<file path="config.mk">
export PLATFORM = sky130hd
export DESIGN_NAME = blob_track_temporal_filter_top
export DESIGN_NICKNAME = d
export VERILOG_FILES = /design/src/hdl/btf_pkg.sv /design/src/hdl/blob_track_temporal_filter_top.sv /design/src/hdl/btf_cell.sv
export SDC_FILE = /design/constraint.sdc
export NUM_CORES = 2
export LEC_CHECK = 0
export BUFFER_PORTS_ARGS = -buffer_cell sky130_fd_sc_hd__buf_2
export CORE_ASPECT_RATIO = 1.75
export CORE_MARGIN = 10
export CORE_UTILIZATION = 45
export DETAILED_ROUTE_END_ITERATION = 7
export PLACE_DENSITY = 0.66
export SYNTH_ARGS = -nofsm -noshare
export SYNTH_HDL_FRONTEND = slang
export SYNTH_HIERARCHICAL = 1
export SYNTH_SLANG_ARGS = --single-unit
</file>
<file path="constraint.sdc">
create_clock -name clk -period 10.3 [get_ports clk]
set_input_delay 1.545 -clock clk [delete_from_list [all_inputs] [get_ports clk]]
set_output_delay 1.545 -clock clk [all_outputs]
set_load 0.01 [all_outputs]
</file>
<file path="src/hdl/btf_pkg.sv">
// ----------------------------------------------------------------------------
// Blob track filter package
// Shared types and constants for the track table cells and the control.
// ----------------------------------------------------------------------------
package btf_pkg;

  localparam int LIMIT_ENTRIES = 6;
  localparam int SEEN_STEP = 15;
  localparam logic [7:0] SEEN_MAX = 8'd255;
  localparam logic [5:0] MISS_MAX = 6'd63;

  localparam logic [5:0] MISS_LIMIT [LIMIT_ENTRIES] =
    '{6'd10, 6'd15, 6'd25, 6'd35, 6'd45, 6'd60};

  localparam logic REG_MATCH_BOX      = 1'b0;
  localparam logic REG_CONFIRM_FRAMES = 1'b1;

  localparam logic MODE_KEYPOINT = 1'b0;
  localparam logic MODE_EOF      = 1'b1;

  typedef enum logic [1:0] {
    ST_IDLE,
    ST_UPDATE,
    ST_COMPACT
  } state_t;

  typedef struct packed {
    logic eval;
    logic hit_upd;
    logic append;
    logic age;
    logic shift;
  } cell_ctl_t;

  typedef struct packed {
    logic       valid;
    logic       matched;
    logic       confirmed;
    logic       drop;
    logic       hit;
    logic [7:0] seen;
    logic [5:0] miss;
  } cell_stat_t;

endpackage

</file>
<file path="src/hdl/blob_track_temporal_filter_top.sv">
// ----------------------------------------------------------------------------
// Blob track temporal filter
// Ordered table of tracked blob centres, built as a row of entry cells.
//
//   Channel   Handshake                 Payload
//   item      item_valid / item_stall   mode, pos_x, pos_y
//   result    res_valid / res_stall     slot, is_new, is_confirmed, dropped,
//                                       live_tracks, removed_tracks
//   config    cfg_valid / cfg_ready     cfg_index, cfg_data
//
// For a keypoint, all cells compare in the accept cycle and the chosen cell
// is updated in the update state. An end of frame ages the entries in the
// accept cycle; the row then closes one gap per cycle by handing entries down
// to the neighbouring cell. Reset empties the table at once.
// A stalled result holds the final step until the result register is free.
// ----------------------------------------------------------------------------
module blob_track_temporal_filter_top #(
  parameter int TRACK_SLOTS = 16,
  parameter int COORD_BITS  = 12
) (
  input  logic                  clk,
  input  logic                  rst,
  input  logic                  item_valid,
  output logic                  item_stall,
  input  logic                  mode,
  input  logic [COORD_BITS-1:0] pos_x,
  input  logic [COORD_BITS-1:0] pos_y,
  output logic                  res_valid,
  input  logic                  res_stall,
  output logic [3:0]            slot,
  output logic                  is_new,
  output logic                  is_confirmed,
  output logic                  dropped,
  output logic [4:0]            live_tracks,
  output logic [4:0]            removed_tracks,
  input  logic                  cfg_valid,
  output logic                  cfg_ready,
  input  logic                  cfg_index,
  input  logic [7:0]            cfg_data
);
  import btf_pkg::*;

  localparam int IW = (TRACK_SLOTS > 1) ? $clog2(TRACK_SLOTS) : 1;
  localparam int CW = $clog2(TRACK_SLOTS + 1);

  state_t state;
  state_t state_next;

  logic [7:0]            match_box;
  logic [7:0]            confirm_frames;
  logic [COORD_BITS-1:0] kp_x;
  logic [COORD_BITS-1:0] kp_y;
  logic [CW-1:0]         count;
  logic [CW-1:0]         count_next;
  logic [CW-1:0]         removed;
  logic [CW-1:0]         removed_next;

  logic [COORD_BITS-1:0] bus_x;
  logic [COORD_BITS-1:0] bus_y;
  cell_ctl_t             ctl [TRACK_SLOTS];
  cell_stat_t            stat [TRACK_SLOTS];
  logic [COORD_BITS-1:0] ent_x [TRACK_SLOTS];
  logic [COORD_BITS-1:0] ent_y [TRACK_SLOTS];
  logic [TRACK_SLOTS-1:0] conf_vec;
  logic [TRACK_SLOTS-1:0] hit_vec;
  logic [TRACK_SLOTS-1:0] drop_vec;
  logic [TRACK_SLOTS-1:0] valid_vec;
  logic [TRACK_SLOTS-1:0] upd_vec;

  logic          accept;
  logic          res_free;
  logic          hit_any;
  logic [IW-1:0] hit_idx;
  logic          drop_any;
  logic [IW-1:0] drop_idx;
  logic          do_eval;
  logic          do_age;
  logic          do_hit;
  logic          do_append;
  logic          do_shift;
  logic          res_load;
  logic [3:0]    slot_next;
  logic          is_new_next;
  logic          is_confirmed_next;
  logic          dropped_next;
  logic [4:0]    live_next;
  logic [4:0]    removed_out_next;

  assign item_stall = (state != ST_IDLE);
  assign accept     = item_valid && !item_stall;
  assign res_free   = !res_valid || !res_stall;
  assign cfg_ready  = 1'b1;

  always_ff @(posedge clk) begin
    if (rst) begin
      match_box      <= 8'd20;
      confirm_frames <= 8'd5;
    end else if (cfg_valid && cfg_ready) begin
      unique case (cfg_index)
        REG_MATCH_BOX:      match_box      <= cfg_data;
        REG_CONFIRM_FRAMES: confirm_frames <= cfg_data;
      endcase
    end
  end

  always_ff @(posedge clk) begin
    if (accept) begin
      kp_x <= pos_x;
      kp_y <= pos_y;
    end
  end

  assign bus_x = (state == ST_IDLE) ? pos_x : kp_x;
  assign bus_y = (state == ST_IDLE) ? pos_y : kp_y;

  for (genvar k = 0; k < TRACK_SLOTS; k++) begin : g_cell
    cell_stat_t            nb_stat;
    logic [COORD_BITS-1:0] nb_x;
    logic [COORD_BITS-1:0] nb_y;

    if (k == TRACK_SLOTS - 1) begin : g_last
      assign nb_stat = '0;
      assign nb_x    = '0;
      assign nb_y    = '0;
    end else begin : g_inner
      assign nb_stat = stat[k+1];
      assign nb_x    = ent_x[k+1];
      assign nb_y    = ent_y[k+1];
    end

    btf_cell #(
      .COORD_BITS(COORD_BITS)
    ) u_cell (
      .clk           (clk),
      .rst           (rst),
      .ctl           (ctl[k]),
      .match_box     (match_box),
      .confirm_frames(confirm_frames),
      .pos_x         (bus_x),
      .pos_y         (bus_y),
      .nb_stat       (nb_stat),
      .nb_x          (nb_x),
      .nb_y          (nb_y),
      .stat          (stat[k]),
      .ent_x         (ent_x[k]),
      .ent_y         (ent_y[k]),
      .confirm_if_hit(conf_vec[k])
    );

    assign hit_vec[k]   = stat[k].hit;
    assign drop_vec[k]  = stat[k].valid && stat[k].drop;
    assign valid_vec[k] = stat[k].valid;
  end

  always_comb begin
    hit_any  = 1'b0;
    hit_idx  = '0;
    drop_any = 1'b0;
    drop_idx = '0;
    for (int k = TRACK_SLOTS - 1; k >= 0; k--) begin
      if (hit_vec[k]) begin
        hit_any = 1'b1;
        hit_idx = IW'(k);
      end
      if (drop_vec[k]) begin
        drop_any = 1'b1;
        drop_idx = IW'(k);
      end
    end
  end

  always_comb begin
    state_next        = state;
    count_next        = count;
    removed_next      = removed;
    do_eval           = 1'b0;
    do_age            = 1'b0;
    do_hit            = 1'b0;
    do_append         = 1'b0;
    do_shift          = 1'b0;
    res_load          = 1'b0;
    slot_next         = 4'd0;
    is_new_next       = 1'b0;
    is_confirmed_next = 1'b0;
    dropped_next      = 1'b0;
    live_next         = 5'(count);
    removed_out_next  = 5'd0;
    unique case (state)
      ST_IDLE: begin
        if (accept) begin
          if (mode == MODE_EOF) begin
            do_age       = 1'b1;
            removed_next = '0;
            state_next   = ST_COMPACT;
          end else begin
            do_eval    = 1'b1;
            state_next = ST_UPDATE;
          end
        end
      end
      ST_UPDATE: begin
        if (res_free) begin
          res_load   = 1'b1;
          state_next = ST_IDLE;
          if (hit_any) begin
            do_hit            = 1'b1;
            slot_next         = 4'(hit_idx);
            is_confirmed_next = conf_vec[hit_idx];
          end else if (count < CW'(TRACK_SLOTS)) begin
            do_append   = 1'b1;
            count_next  = count + CW'(1);
            slot_next   = 4'(count);
            is_new_next = 1'b1;
            live_next   = 5'(count + CW'(1));
          end else begin
            dropped_next = 1'b1;
          end
        end
      end
      ST_COMPACT: begin
        if (drop_any) begin
          do_shift     = 1'b1;
          count_next   = count - CW'(1);
          removed_next = removed + CW'(1);
        end else if (res_free) begin
          res_load         = 1'b1;
          removed_out_next = 5'(removed);
          state_next       = ST_IDLE;
        end
      end
      default: begin
        state_next = ST_IDLE;
      end
    endcase
  end

  always_comb begin
    for (int k = 0; k < TRACK_SLOTS; k++) begin
      ctl[k].eval    = do_eval;
      ctl[k].age     = do_age;
      ctl[k].hit_upd = do_hit && (hit_idx == IW'(k));
      ctl[k].append  = do_append && (count[IW-1:0] == IW'(k));
      ctl[k].shift   = do_shift && (IW'(k) >= drop_idx);
      upd_vec[k]     = ctl[k].hit_upd || ctl[k].append;
    end
  end

  always_ff @(posedge clk) begin
    if (rst) begin
      state   <= ST_IDLE;
      count   <= '0;
      removed <= '0;
    end else begin
      state   <= state_next;
      count   <= count_next;
      removed <= removed_next;
    end
  end

  always_ff @(posedge clk) begin
    if (rst) begin
      res_valid <= 1'b0;
    end else if (res_load) begin
      res_valid <= 1'b1;
    end else if (!res_stall) begin
      res_valid <= 1'b0;
    end
  end

  always_ff @(posedge clk) begin
    if (res_load) begin
      slot           <= slot_next;
      is_new         <= is_new_next;
      is_confirmed   <= is_confirmed_next;
      dropped        <= dropped_next;
      live_tracks    <= live_next;
      removed_tracks <= removed_out_next;
    end
  end

  a_count_range: assert property (@(posedge clk) disable iff (rst)
    count <= CW'(TRACK_SLOTS))
    else $error("live count exceeds the table size");

  a_table_packed: assert property (@(posedge clk) disable iff (rst)
    (state == ST_IDLE) |-> ($countones(valid_vec) == int'(count)))
    else $error("valid entries disagree with the live count");

  a_single_update: assert property (@(posedge clk) disable iff (rst)
    $onehot0(upd_vec))
    else $error("more than one cell updated by a keypoint");

  a_result_kind: assert property (@(posedge clk) disable iff (rst)
    res_valid |-> !(is_new && dropped))
    else $error("result both opens and drops an entry");

endmodule

</file>
<file path="src/hdl/btf_cell.sv">
// ----------------------------------------------------------------------------
// Blob track filter cell
// Holds one table entry, compares it with a keypoint, ages it at the end of
// a frame and takes over its upper neighbour's entry while the table closes.
// ----------------------------------------------------------------------------
module btf_cell #(
  parameter int COORD_BITS = 12
) (
  input  logic                   clk,
  input  logic                   rst,
  input  btf_pkg::cell_ctl_t     ctl,
  input  logic [7:0]             match_box,
  input  logic [7:0]             confirm_frames,
  input  logic [COORD_BITS-1:0]  pos_x,
  input  logic [COORD_BITS-1:0]  pos_y,
  input  btf_pkg::cell_stat_t    nb_stat,
  input  logic [COORD_BITS-1:0]  nb_x,
  input  logic [COORD_BITS-1:0]  nb_y,
  output btf_pkg::cell_stat_t    stat,
  output logic [COORD_BITS-1:0]  ent_x,
  output logic [COORD_BITS-1:0]  ent_y,
  output logic                   confirm_if_hit
);
  import btf_pkg::*;

  localparam int DW = (COORD_BITS > 8) ? COORD_BITS : 8;

  logic                  valid;
  logic                  matched;
  logic                  confirmed;
  logic                  drop;
  logic                  hit;
  logic [7:0]            seen;
  logic [5:0]            miss;
  logic [COORD_BITS-1:0] x;
  logic [COORD_BITS-1:0] y;

  logic [COORD_BITS-1:0] dx;
  logic [COORD_BITS-1:0] dy;
  logic                  hit_next;
  logic [7:0]            seen_inc;
  logic [7:0]            seen_dec;
  logic [5:0]            miss_inc;
  logic [2:0]            sel;
  logic                  drop_next;

  always_comb begin
    dx = (pos_x > x) ? (pos_x - x) : (x - pos_x);
    dy = (pos_y > y) ? (pos_y - y) : (y - pos_y);
    hit_next = valid && !matched && (DW'(dx) < DW'(match_box)) &&
               (DW'(dy) < DW'(match_box));
    seen_inc = (seen == SEEN_MAX) ? seen : seen + 8'd1;
    seen_dec = (seen == 8'd0) ? seen : seen - 8'd1;
    miss_inc = (miss == MISS_MAX) ? miss : miss + 6'd1;
    confirm_if_hit = confirmed || (seen_inc > confirm_frames);
  end

  always_comb begin
    sel = 3'd0;
    for (int j = 1; j < LIMIT_ENTRIES; j++) begin
      if (seen_dec >= 8'(j * SEEN_STEP)) begin
        sel = sel + 3'd1;
      end
    end
    drop_next = valid && !matched && (miss_inc > MISS_LIMIT[sel]);
  end

  always_ff @(posedge clk) begin
    if (rst) begin
      valid     <= 1'b0;
      matched   <= 1'b0;
      confirmed <= 1'b0;
      drop      <= 1'b0;
      hit       <= 1'b0;
    end else begin
      priority if (ctl.shift) begin
        valid     <= nb_stat.valid;
        matched   <= nb_stat.matched;
        confirmed <= nb_stat.confirmed;
        drop      <= nb_stat.drop;
        hit       <= nb_stat.hit;
      end else if (ctl.append) begin
        valid     <= 1'b1;
        matched   <= 1'b1;
        confirmed <= 1'b0;
        drop      <= 1'b0;
        hit       <= 1'b0;
      end else if (ctl.hit_upd) begin
        matched   <= 1'b1;
        confirmed <= confirm_if_hit;
        hit       <= 1'b0;
      end else if (ctl.age) begin
        matched   <= 1'b0;
        drop      <= drop_next;
        hit       <= 1'b0;
      end else begin
        hit       <= ctl.eval ? hit_next : hit;
      end
    end
  end

  always_ff @(posedge clk) begin
    priority if (ctl.shift) begin
      x    <= nb_x;
      y    <= nb_y;
      seen <= nb_stat.seen;
      miss <= nb_stat.miss;
    end else if (ctl.append) begin
      x    <= pos_x;
      y    <= pos_y;
      seen <= 8'd1;
      miss <= 6'd0;
    end else if (ctl.hit_upd) begin
      x    <= pos_x;
      y    <= pos_y;
      seen <= seen_inc;
      miss <= 6'd0;
    end else if (ctl.age && valid && !matched) begin
      seen <= seen_dec;
      miss <= miss_inc;
    end else begin
      seen <= seen;
      miss <= miss;
    end
  end

  always_comb begin
    stat.valid     = valid;
    stat.matched   = matched;
    stat.confirmed = confirmed;
    stat.drop      = drop;
    stat.hit       = hit;
    stat.seen      = seen;
    stat.miss      = miss;
    ent_x          = x;
    ent_y          = y;
  end

endmodule
</file>
## Word-level counts from Yosys, hierarchy flattened

Memory sizes are Yosys's and may differ from the RTL's.
Index checks and enable logic that the tools add are counted.

| storage, ports and cells | value |
|---|---|
| register bits | 758 |
| latch bits | 0 |
| RAM bits | 0 |
| bits in read-only memories | 768 |
| output and inout port bits | 20 |
| word-level logic and storage cells | 1,785 |
| memories | 16 |

| operators by class | value |
|---|---|
| $add $sub $neg | 179 |
| multiply operators | 0 |
| divide/modulo/power cells | 0 |
| magnitude comparators | 210 |
| eq/ne operators | 84 |
| shift operators | 0 |
| multiplexer cells | 773 |
| bitwise gates (word level) | 21 |
| reduce and logical (&&, ||, !) cells | 343 |

Memory list:

| memory | words | bits a word | rd ports | clocked after Yosys merged registers in | wr ports | RTL line | RTL |
|---|---|---|---|---|---|---|---|
| (name not given) | 8 | 6 | 1 | 0 | 0 | btf_cell.sv:65 | `drop_next = valid && !matched && (miss_inc > MISS_LIMIT[sel]);` |
| (name not given) | 8 | 6 | 1 | 0 | 0 | btf_cell.sv:65 |  |
| (name not given) | 8 | 6 | 1 | 0 | 0 | btf_cell.sv:65 |  |
| (name not given) | 8 | 6 | 1 | 0 | 0 | btf_cell.sv:65 |  |
| (name not given) | 8 | 6 | 1 | 0 | 0 | btf_cell.sv:65 |  |
| (name not given) | 8 | 6 | 1 | 0 | 0 | btf_cell.sv:65 |  |
| +10 memories | -- | -- | -- | -- | -- | -- |  |

Operators by type and width:

| operator | number |
|---|---|
| 12-bit 2-to-1 mux | 128 |
| 12-bit subtractor | 64 |
| 8-bit 2-to-1 mux | 94 |
| 6-bit 2-to-1 mux | 108 |
| 12-bit > comparator | 32 |
| 12-bit by 8-bit less-than comparator with 1-bit output | 32 |
| 1-bit 2-to-1 mux | 328 |
| 8-bit by 6-bit >= comparator with 1-bit output, second input constant | 32 |
| 3-bit 2-to-1 mux | 64 |
| 1-bit logical AND | 161 |
| 3-bit by 1-bit adder with 3-bit output, second input constant | 48 |
| 4-bit 2-to-1 mux | 34 |
| 8-bit by 1-bit adder with 8-bit output, second input constant | 16 |
| 8-bit == test, second input constant | 16 |
| 8-bit by 4-bit >= comparator with 1-bit output, second input constant | 16 |
| 8-bit by 5-bit >= comparator with 1-bit output, second input constant | 16 |
| 8-bit by 7-bit >= comparator with 1-bit output, second input constant | 16 |
| 8-bit > comparator | 16 |
| 8-bit logical NOT | 16 |
| 8-bit by 1-bit subtractor with 8-bit output, second input constant | 16 |
| 4-bit nonzero test | 30 |
| 6-bit by 1-bit adder with 6-bit output, second input constant | 16 |
| 6-bit == test, second input constant | 16 |
| 6-bit > comparator | 16 |
| 40 further kinds | 279 |

## Depth between registers and ports, before layout

| depth | value |
|---|---|
| word-level depth | 23 |
| mapped depth | 31 |
| gate-level depth less buffers | 30 |

## Cells and area by module

Netlist, hierarchy kept.

Modules (own cells, without submodules):

| module | instances | cells each | area each (um2) | seq. area each (um2) |
|---|---|---|---|---|
| btf_cell at g_cell[13].u_cell ... | 8 | 731 | 5,905.7 | 1,241.2 |
| btf_cell at g_cell[0].u_cell ... | 6 | 765 | 6,047.0 | 1,241.2 |
| btf_cell at g_cell[4].u_cell | 1 | 728 | 5,914.4 | 1,241.2 |
| btf_cell at g_cell[9].u_cell | 1 | 705 | 5,743.0 | 1,241.2 |
| blob_track_temporal_filter_top | 1 | 456 | 4,110.2 | 1,811.7 |

## Worst setup path before layout

OpenSTA, ideal clock, no wires.

| path | value |
|---|---|
| path type | input-to-reg |
| start | input pos_x[1] |
| end | register g_cell[4].u_cell.hit |
| library setup time | 101 ps |
| arrival | 6,025 ps |
| data required time | 10,199 ps |
| setup slack | 4,174 ps |
| cell stages on the path | 19 |
| buffers on the path | 2 |
| cell sequence | mux2_2 -> fa_1 -> a21o_1 -> a21o_1 -> a211o_1 -> o221ai_1 -> a21bo_2 -> clkbuf_1 -> buf_2 -> a211oi_1 -> a21oi_1 -> a21oi_1 -> xnor2_1 -> ha_1 -> or4b_2 -> a31oi_1 -> o2111ai_1 -> a211o_1 -> o41ai_1 |

| between the ends | value |
|---|---|
| word-level cells in the longest chain between the ends | 11 |
| elaborated cells on any way between the ends | 13 |

Ends and longest elaborated chain:

| what | RTL line | RTL |
|---|---|---|
| from (decl) | blob_track_temporal_filter_top.sv:26 | `input logic [COORD_BITS-1:0] pos_x,` |
| 12-bit 2-to-1 mux (*) | blob_track_temporal_filter_top.sv:113 | `assign bus_x = (state == ST_IDLE) ? pos_x : kp_x;` |
| 12-bit subtractor or 12-bit > comparator (tied branches) | btf_cell.sv:48 | `dx = (pos_x > x) ? (pos_x - x) : (x - pos_x);` |
| 12-bit 2-to-1 mux (*) | btf_cell.sv:48 |  |
| 12-bit by 8-bit less-than comparator with 1-bit output (*) | btf_cell.sv:50 | `hit_next = valid && !matched && (DW'(dx) < DW'(match_box)) &&` |
| 1-bit logical AND (*) (2 in series) | btf_cell.sv:50 |  |
| 1-bit 2-to-1 mux (*) | btf_cell.sv:97 | `hit <= ctl.eval ? hit_next : hit;` |
| 1-bit 2-to-1 mux (*) | btf_cell.sv:92 | `end else if (ctl.age) begin` |
| 1-bit 2-to-1 mux (*) | btf_cell.sv:88 | `end else if (ctl.hit_upd) begin` |
| 1-bit 2-to-1 mux (*) | btf_cell.sv:82 | `end else if (ctl.append) begin` |
| 1-bit 2-to-1 mux (*) | btf_cell.sv:76 | `priority if (ctl.shift) begin` |
| to (signal assigned) | btf_cell.sv:81 | `hit <= nb_stat.hit;` |
| to (signal assigned) | btf_cell.sv:97 |  |
| to (decl) | btf_cell.sv:32 | `logic hit;` |

Mark *: on every way between the ends. The rest lies on a longest branch, timed or not. The select of a mux whose other input is x is not followed.
A chain may end at the register's enable or synchronous reset.

## Worst setup path in the final report

| path | value |
|---|---|
| start | register state[0] |
| end | register g_cell[5].u_cell.hit |

| between the ends | value |
|---|---|
| word-level cells in the longest chain between the ends | 12 |
| elaborated cells on any way between the ends | 36 |

Ends and longest elaborated chain:

| what | RTL line | RTL |
|---|---|---|
| from (decl) | blob_track_temporal_filter_top.sv:46 | `state_t state;` |
| from (signal assigned) | blob_track_temporal_filter_top.sv:254 | `state <= state_next;` |
| 2-bit logical NOT (*) | blob_track_temporal_filter_top.sv:113 |  |
| 12-bit 2-to-1 mux (*) | blob_track_temporal_filter_top.sv:113 |  |
| net bus_x[9] | blob_track_temporal_filter_top.sv:58 | `logic [COORD_BITS-1:0] bus_x;` |
| 12-bit subtractor or 12-bit > comparator (tied branches) | btf_cell.sv:48 |  |
| 12-bit 2-to-1 mux (*) | btf_cell.sv:48 |  |
| 12-bit by 8-bit less-than comparator with 1-bit output (*) | btf_cell.sv:50 |  |
| 1-bit logical AND (*) (2 in series) | btf_cell.sv:50 |  |
| 1-bit 2-to-1 mux (*) | btf_cell.sv:97 |  |
| 1-bit 2-to-1 mux (*) | btf_cell.sv:92 |  |
| 1-bit 2-to-1 mux (*) | btf_cell.sv:88 |  |
| 1-bit 2-to-1 mux (*) | btf_cell.sv:82 |  |
| 1-bit 2-to-1 mux (*) | btf_cell.sv:76 |  |
| to (signal assigned) | btf_cell.sv:81 |  |
| to (signal assigned) | btf_cell.sv:97 |  |
| to (decl) | btf_cell.sv:32 |  |

Mark *: on every way through the listed nets, which the timed path passes. The rest lies on a longest branch. The select of a mux whose other input is x is not followed.

==> impl_metrics.prom <==
# TYPE chip_impl_metric gauge
chip_impl_info{name="status",value="finished clean"} 1
chip_impl_metric{name="multiInputGateArea",unit="sq um"} 69400
chip_impl_metric{name="post-route-drc-count",unit=""} 0
chip_impl_metric{name="timing.max_slew.rel_slack",unit=""} 0.192
chip_impl_metric{name="drt_first_pass_iters",unit=""} 8
chip_impl_metric{name="final_layout_size_suffix_gt1_frac",unit=""} 0.0760
chip_impl_info{name="min-delay-path-class",value="reg -> reg"} 1
chip_impl_metric{name="max_cap_violations",unit=""} 0
chip_impl_metric{name="globalplace.congestion",unit=""} 1.00
chip_impl_metric{name="quantity_of_hold_fixing_buffers_added_after_cts",unit=""} 0
chip_impl_metric{name="synth_area",unit="sq um"} 99300
chip_impl_metric{name="detail_route.vias_per_cell",unit=""} 6.21
chip_impl_metric{name="io_buffers",unit=""} 57
chip_impl_metric{name="post_cts_resized",unit=""} 0
chip_impl_metric{name="timing.setup.tns",unit="ps"} 0
chip_impl_info{name="timing.critical_path.to_type",value="register"} 1
chip_impl_metric{name="drt-wirelength-per-cell",unit="um"} 24.5
chip_impl_metric{name="report.power.total",unit="mW"} 12.6
chip_impl_metric{name="crit_path_max_fanout",unit=""} 19
chip_impl_metric{name="track_usage",unit=""} 0.289
chip_impl_metric{name="ctsHtreeMaxLevel",unit=""} 3
chip_impl_metric{name="synth_cells",unit=""} 12300
chip_impl_metric{name="layout.filler_cells",unit=""} 21400
chip_impl_metric{name="top_level_ports",unit=""} 59
chip_impl_metric{name="dp.final_hpwl",unit="um"} 282000
chip_impl_metric{name="netSwitchingPower",unit="mW"} 5.10
chip_impl_metric{name="preCtsSetupSlack",unit="ps"} 3100
chip_impl_metric{name="cp.required",unit="ps"} 11000
chip_impl_metric{name="first_global_vias",unit=""} 93500
chip_impl_info{name="worst-setup-path-type",value="reg -> reg"} 1
chip_impl_metric{name="comb_power_share",unit=""} 0.440
chip_impl_metric{name="cts_buffer_count",unit=""} 91
chip_impl_metric{name="number_of_sinks_on_the_clock_net",unit=""} 758
chip_impl_metric{name="start_util",unit=""} 0.451
chip_impl_metric{name="die-area",unit="sq um"} 241000
chip_impl_metric{name="period_share",unit=""} 0.703
chip_impl_metric{name="timing.final.crit_period",unit="ps"} 7240
chip_impl_metric{name="cts.reportedPaths.clkPinSlew",unit="ps"} 70
chip_impl_metric{name="crit_arrival",unit="ps"} 7940
chip_impl_metric{name="slew_violations",unit=""} 0
chip_impl_metric{name="grt_max_degree",unit=""} 72
chip_impl_metric{name="grt_first_pass_wirelength",unit="um"} 543000
chip_impl_metric{name="clock_tree_buffer_depth",unit=""} 3
chip_impl_metric{name="power-per-cell-area",unit="nW/um^2"} 121
chip_impl_metric{name="fin_skew",unit="ps"} 50.2
chip_impl_metric{name="fp-row-count",unit=""} 228
chip_impl_metric{name="finalSetupViolations",unit=""} 0
chip_impl_metric{name="place_inst",unit=""} 14800
chip_impl_metric{name="core_area",unit="sq um"} 220000
chip_impl_metric{name="fin_area",unit="sq um"} 104000
chip_impl_metric{name="insertion_delay",unit="ps"} 770
chip_impl_metric{name="grt_remaining_overflow",unit=""} 0
chip_impl_metric{name="post_synth.cell_area_avg",unit="sq um"} 8.06
chip_impl_metric{name="seq_area",unit="sq um"} 21700
chip_impl_metric{name="flow.area_growth_from_synthesis",unit="%"} 5.08
chip_impl_metric{name="route.antenna.remaining_nets",unit=""} 0
chip_impl_metric{name="drt-initial-drc-count",unit=""} 7424
chip_impl_metric{name="layout.nets",unit=""} 13500
chip_impl_metric{name="number_of_antenna_violations_at_the_first_check_in_global_routing",unit=""} 16
chip_impl_info{name="tritoncts",value="yes"} 1
chip_impl_info{name="ctsRootBufferMaster",value="sky130_fd_sc_hd__clkbuf_16"} 1
chip_impl_metric{name="dieHeight",unit="um"} 641
chip_impl_info{name="nature_of_the_critical_path_startpoint",value="register"} 1
chip_impl_metric{name="peakVddDrop",unit="uV"} 130
chip_impl_metric{name="power.clock.fraction",unit=""} 0.281
chip_impl_metric{name="power_report.internal_total",unit="mW"} 7.51
chip_impl_metric{name="layoutNonFillerInstCount",unit=""} 15000
chip_impl_metric{name="switching_share",unit=""} 0.405
chip_impl_metric{name="post_cts_buffers",unit=""} 0
chip_impl_metric{name="postPlaceCellArea",unit="sq um"} 101000
chip_impl_metric{name="worst_slew_pin_slew",unit="ps"} 1210
chip_impl_metric{name="finalWorstSetupSlack",unit="ps"} 3060
chip_impl_metric{name="report.final.hold_viol_count",unit=""} 0
chip_impl_metric{name="routed-via-count",unit=""} 93000
chip_impl_metric{name="seq_power_share",unit=""} 0.279
chip_impl_metric{name="wl",unit="um"} 366000
chip_impl_metric{name="fmaxAchievable",unit="MHz"} 138
chip_impl_metric{name="die-width",unit="um"} 375
chip_impl_info{name="rsz0062_at_grt",value="no"} 1
chip_impl_metric{name="total_leakage_power",unit="nW"} 44.3
chip_impl_metric{name="yosysWarningCount",unit=""} 6
[flip-flops by register name, summed over array words and instances (netlist names), 12 cells and up]
register	count
g_cell.u_cell/ent_x	192
g_cell.u_cell/ent_y	192
g_cell.u_cell/seen	128
g_cell.u_cell/miss	96
g_cell.u_cell/confirmed	16
g_cell.u_cell/drop	16
g_cell.u_cell/hit	16
g_cell.u_cell/matched	16
g_cell.u_cell/valid	16
kp_x	12
kp_y	12
[metrics by stage]
stage	util	hold WS [ps]
CTS	0.474	461
global placement	0.460	446
detailed placement	0.460	451
global route	0.474	494
floorplan	-	458
finish	0.474	456
[path summary, 6_finish.rpt]
kind	end	startpoint	slack, ps	cells after the start
setup / recovery	g_cell[5].u_cell/hit	state[0]	3060	23
hold / removal	g_cell[9].u_cell/confirmed	g_cell[10].u_cell/confirmed	460	2
setup reg to reg	g_cell[5].u_cell/hit	state[0]	3060	23
hold reg to reg	g_cell[9].u_cell/confirmed	g_cell[10].u_cell/confirmed	460	2
[cell usage in the layout (no fill, tap or decap), drive strengths merged, types with 66 or more instances in the layout]
cell	instances
mux2	161
o31ai	96
xor2	151
ha	1354
nand2b	168
nand4	193
a31oi	149
nor3	215
o21ai	1100
a21o	207
buf	195
xnor2	324
nand2	1218
a211oi	123
mux2i	243
edfxtp	649
a221oi	66
clkbuf	117
dfxtp	109
nand3	263
and2	71
a21oi	957
a22o	138
nor2	696
or2	78
inv	1394
nor2b	205
o21a	186
and3	102
[per-layer routing]
| metal | wire [um] | track usage | vias to the layer above | part of all wire |
|---|---|---|---|---|
| li1 | - | - | 43400 | - |
| met1 | 122000 | 0.269 | 44500 | 0.33 |
| met2 | 183000 | 0.530 | 3603 | 0.50 |
| met3 | 18800 | 0.0388 | 1472 | 0.051 |
| met4 | 42200 | 0.288 | 6 | 0.12 |
| met5 | 39 | 0 | - | 0.00011 |
[power by group through the flow]
stage	combinational (mW)	clock [mW]	sequential (mW)
6_report	5.55	3.54	3.52
5_1_grt	6.02	3.71	3.52
4_1_cts	5.42	3.60	3.52
3_5_place_dp	5.39	0	3.58
3_3_place_gp	5.29	0	3.58
2_1_floorplan	3.83	0	3.54
[worst max-delay path: stages (launching register included)]
cell and delay, ps:
sky130_fd_sc_hd__dfxtp_1 330, sky130_fd_sc_hd__inv_1 90, sky130_fd_sc_hd__ha_2 740, sky130_fd_sc_hd__buf_4 400, sky130_fd_sc_hd__mux2_2 790, sky130_fd_sc_hd__buf_4 460
sky130_fd_sc_hd__inv_1 110, sky130_fd_sc_hd__ha_1 580, sky130_fd_sc_hd__nand2_1 130, sky130_fd_sc_hd__or3_1 380, sky130_fd_sc_hd__o21ba_2 200, sky130_fd_sc_hd__a21oi_1 230
sky130_fd_sc_hd__buf_4 250, sky130_fd_sc_hd__mux2_2 350, sky130_fd_sc_hd__a31oi_1 170, sky130_fd_sc_hd__xnor2_1 210, sky130_fd_sc_hd__ha_1 310, sky130_fd_sc_hd__a21oi_1 150
sky130_fd_sc_hd__nor2b_1 60, sky130_fd_sc_hd__o21ai_0 390, sky130_fd_sc_hd__o2111a_1 270, sky130_fd_sc_hd__o21ai_0 90, sky130_fd_sc_hd__nor4_1 270, sky130_fd_sc_hd__a31o_1 200
[area by class of cell]
class | instances | area share
multi-input cells | 9573 | 0.665
flip-flops and latches | 758 | 0.208
inverters | 1392 | 0.0501
well taps | 2875 | 0.0345
clock buffers | 117 | 0.0239
repair buffers | 195 | 0.0127
clock inverters | 50 | 0.00584
diodes | 3 | 0.0000720
Power figures use the tool's default switching activity.
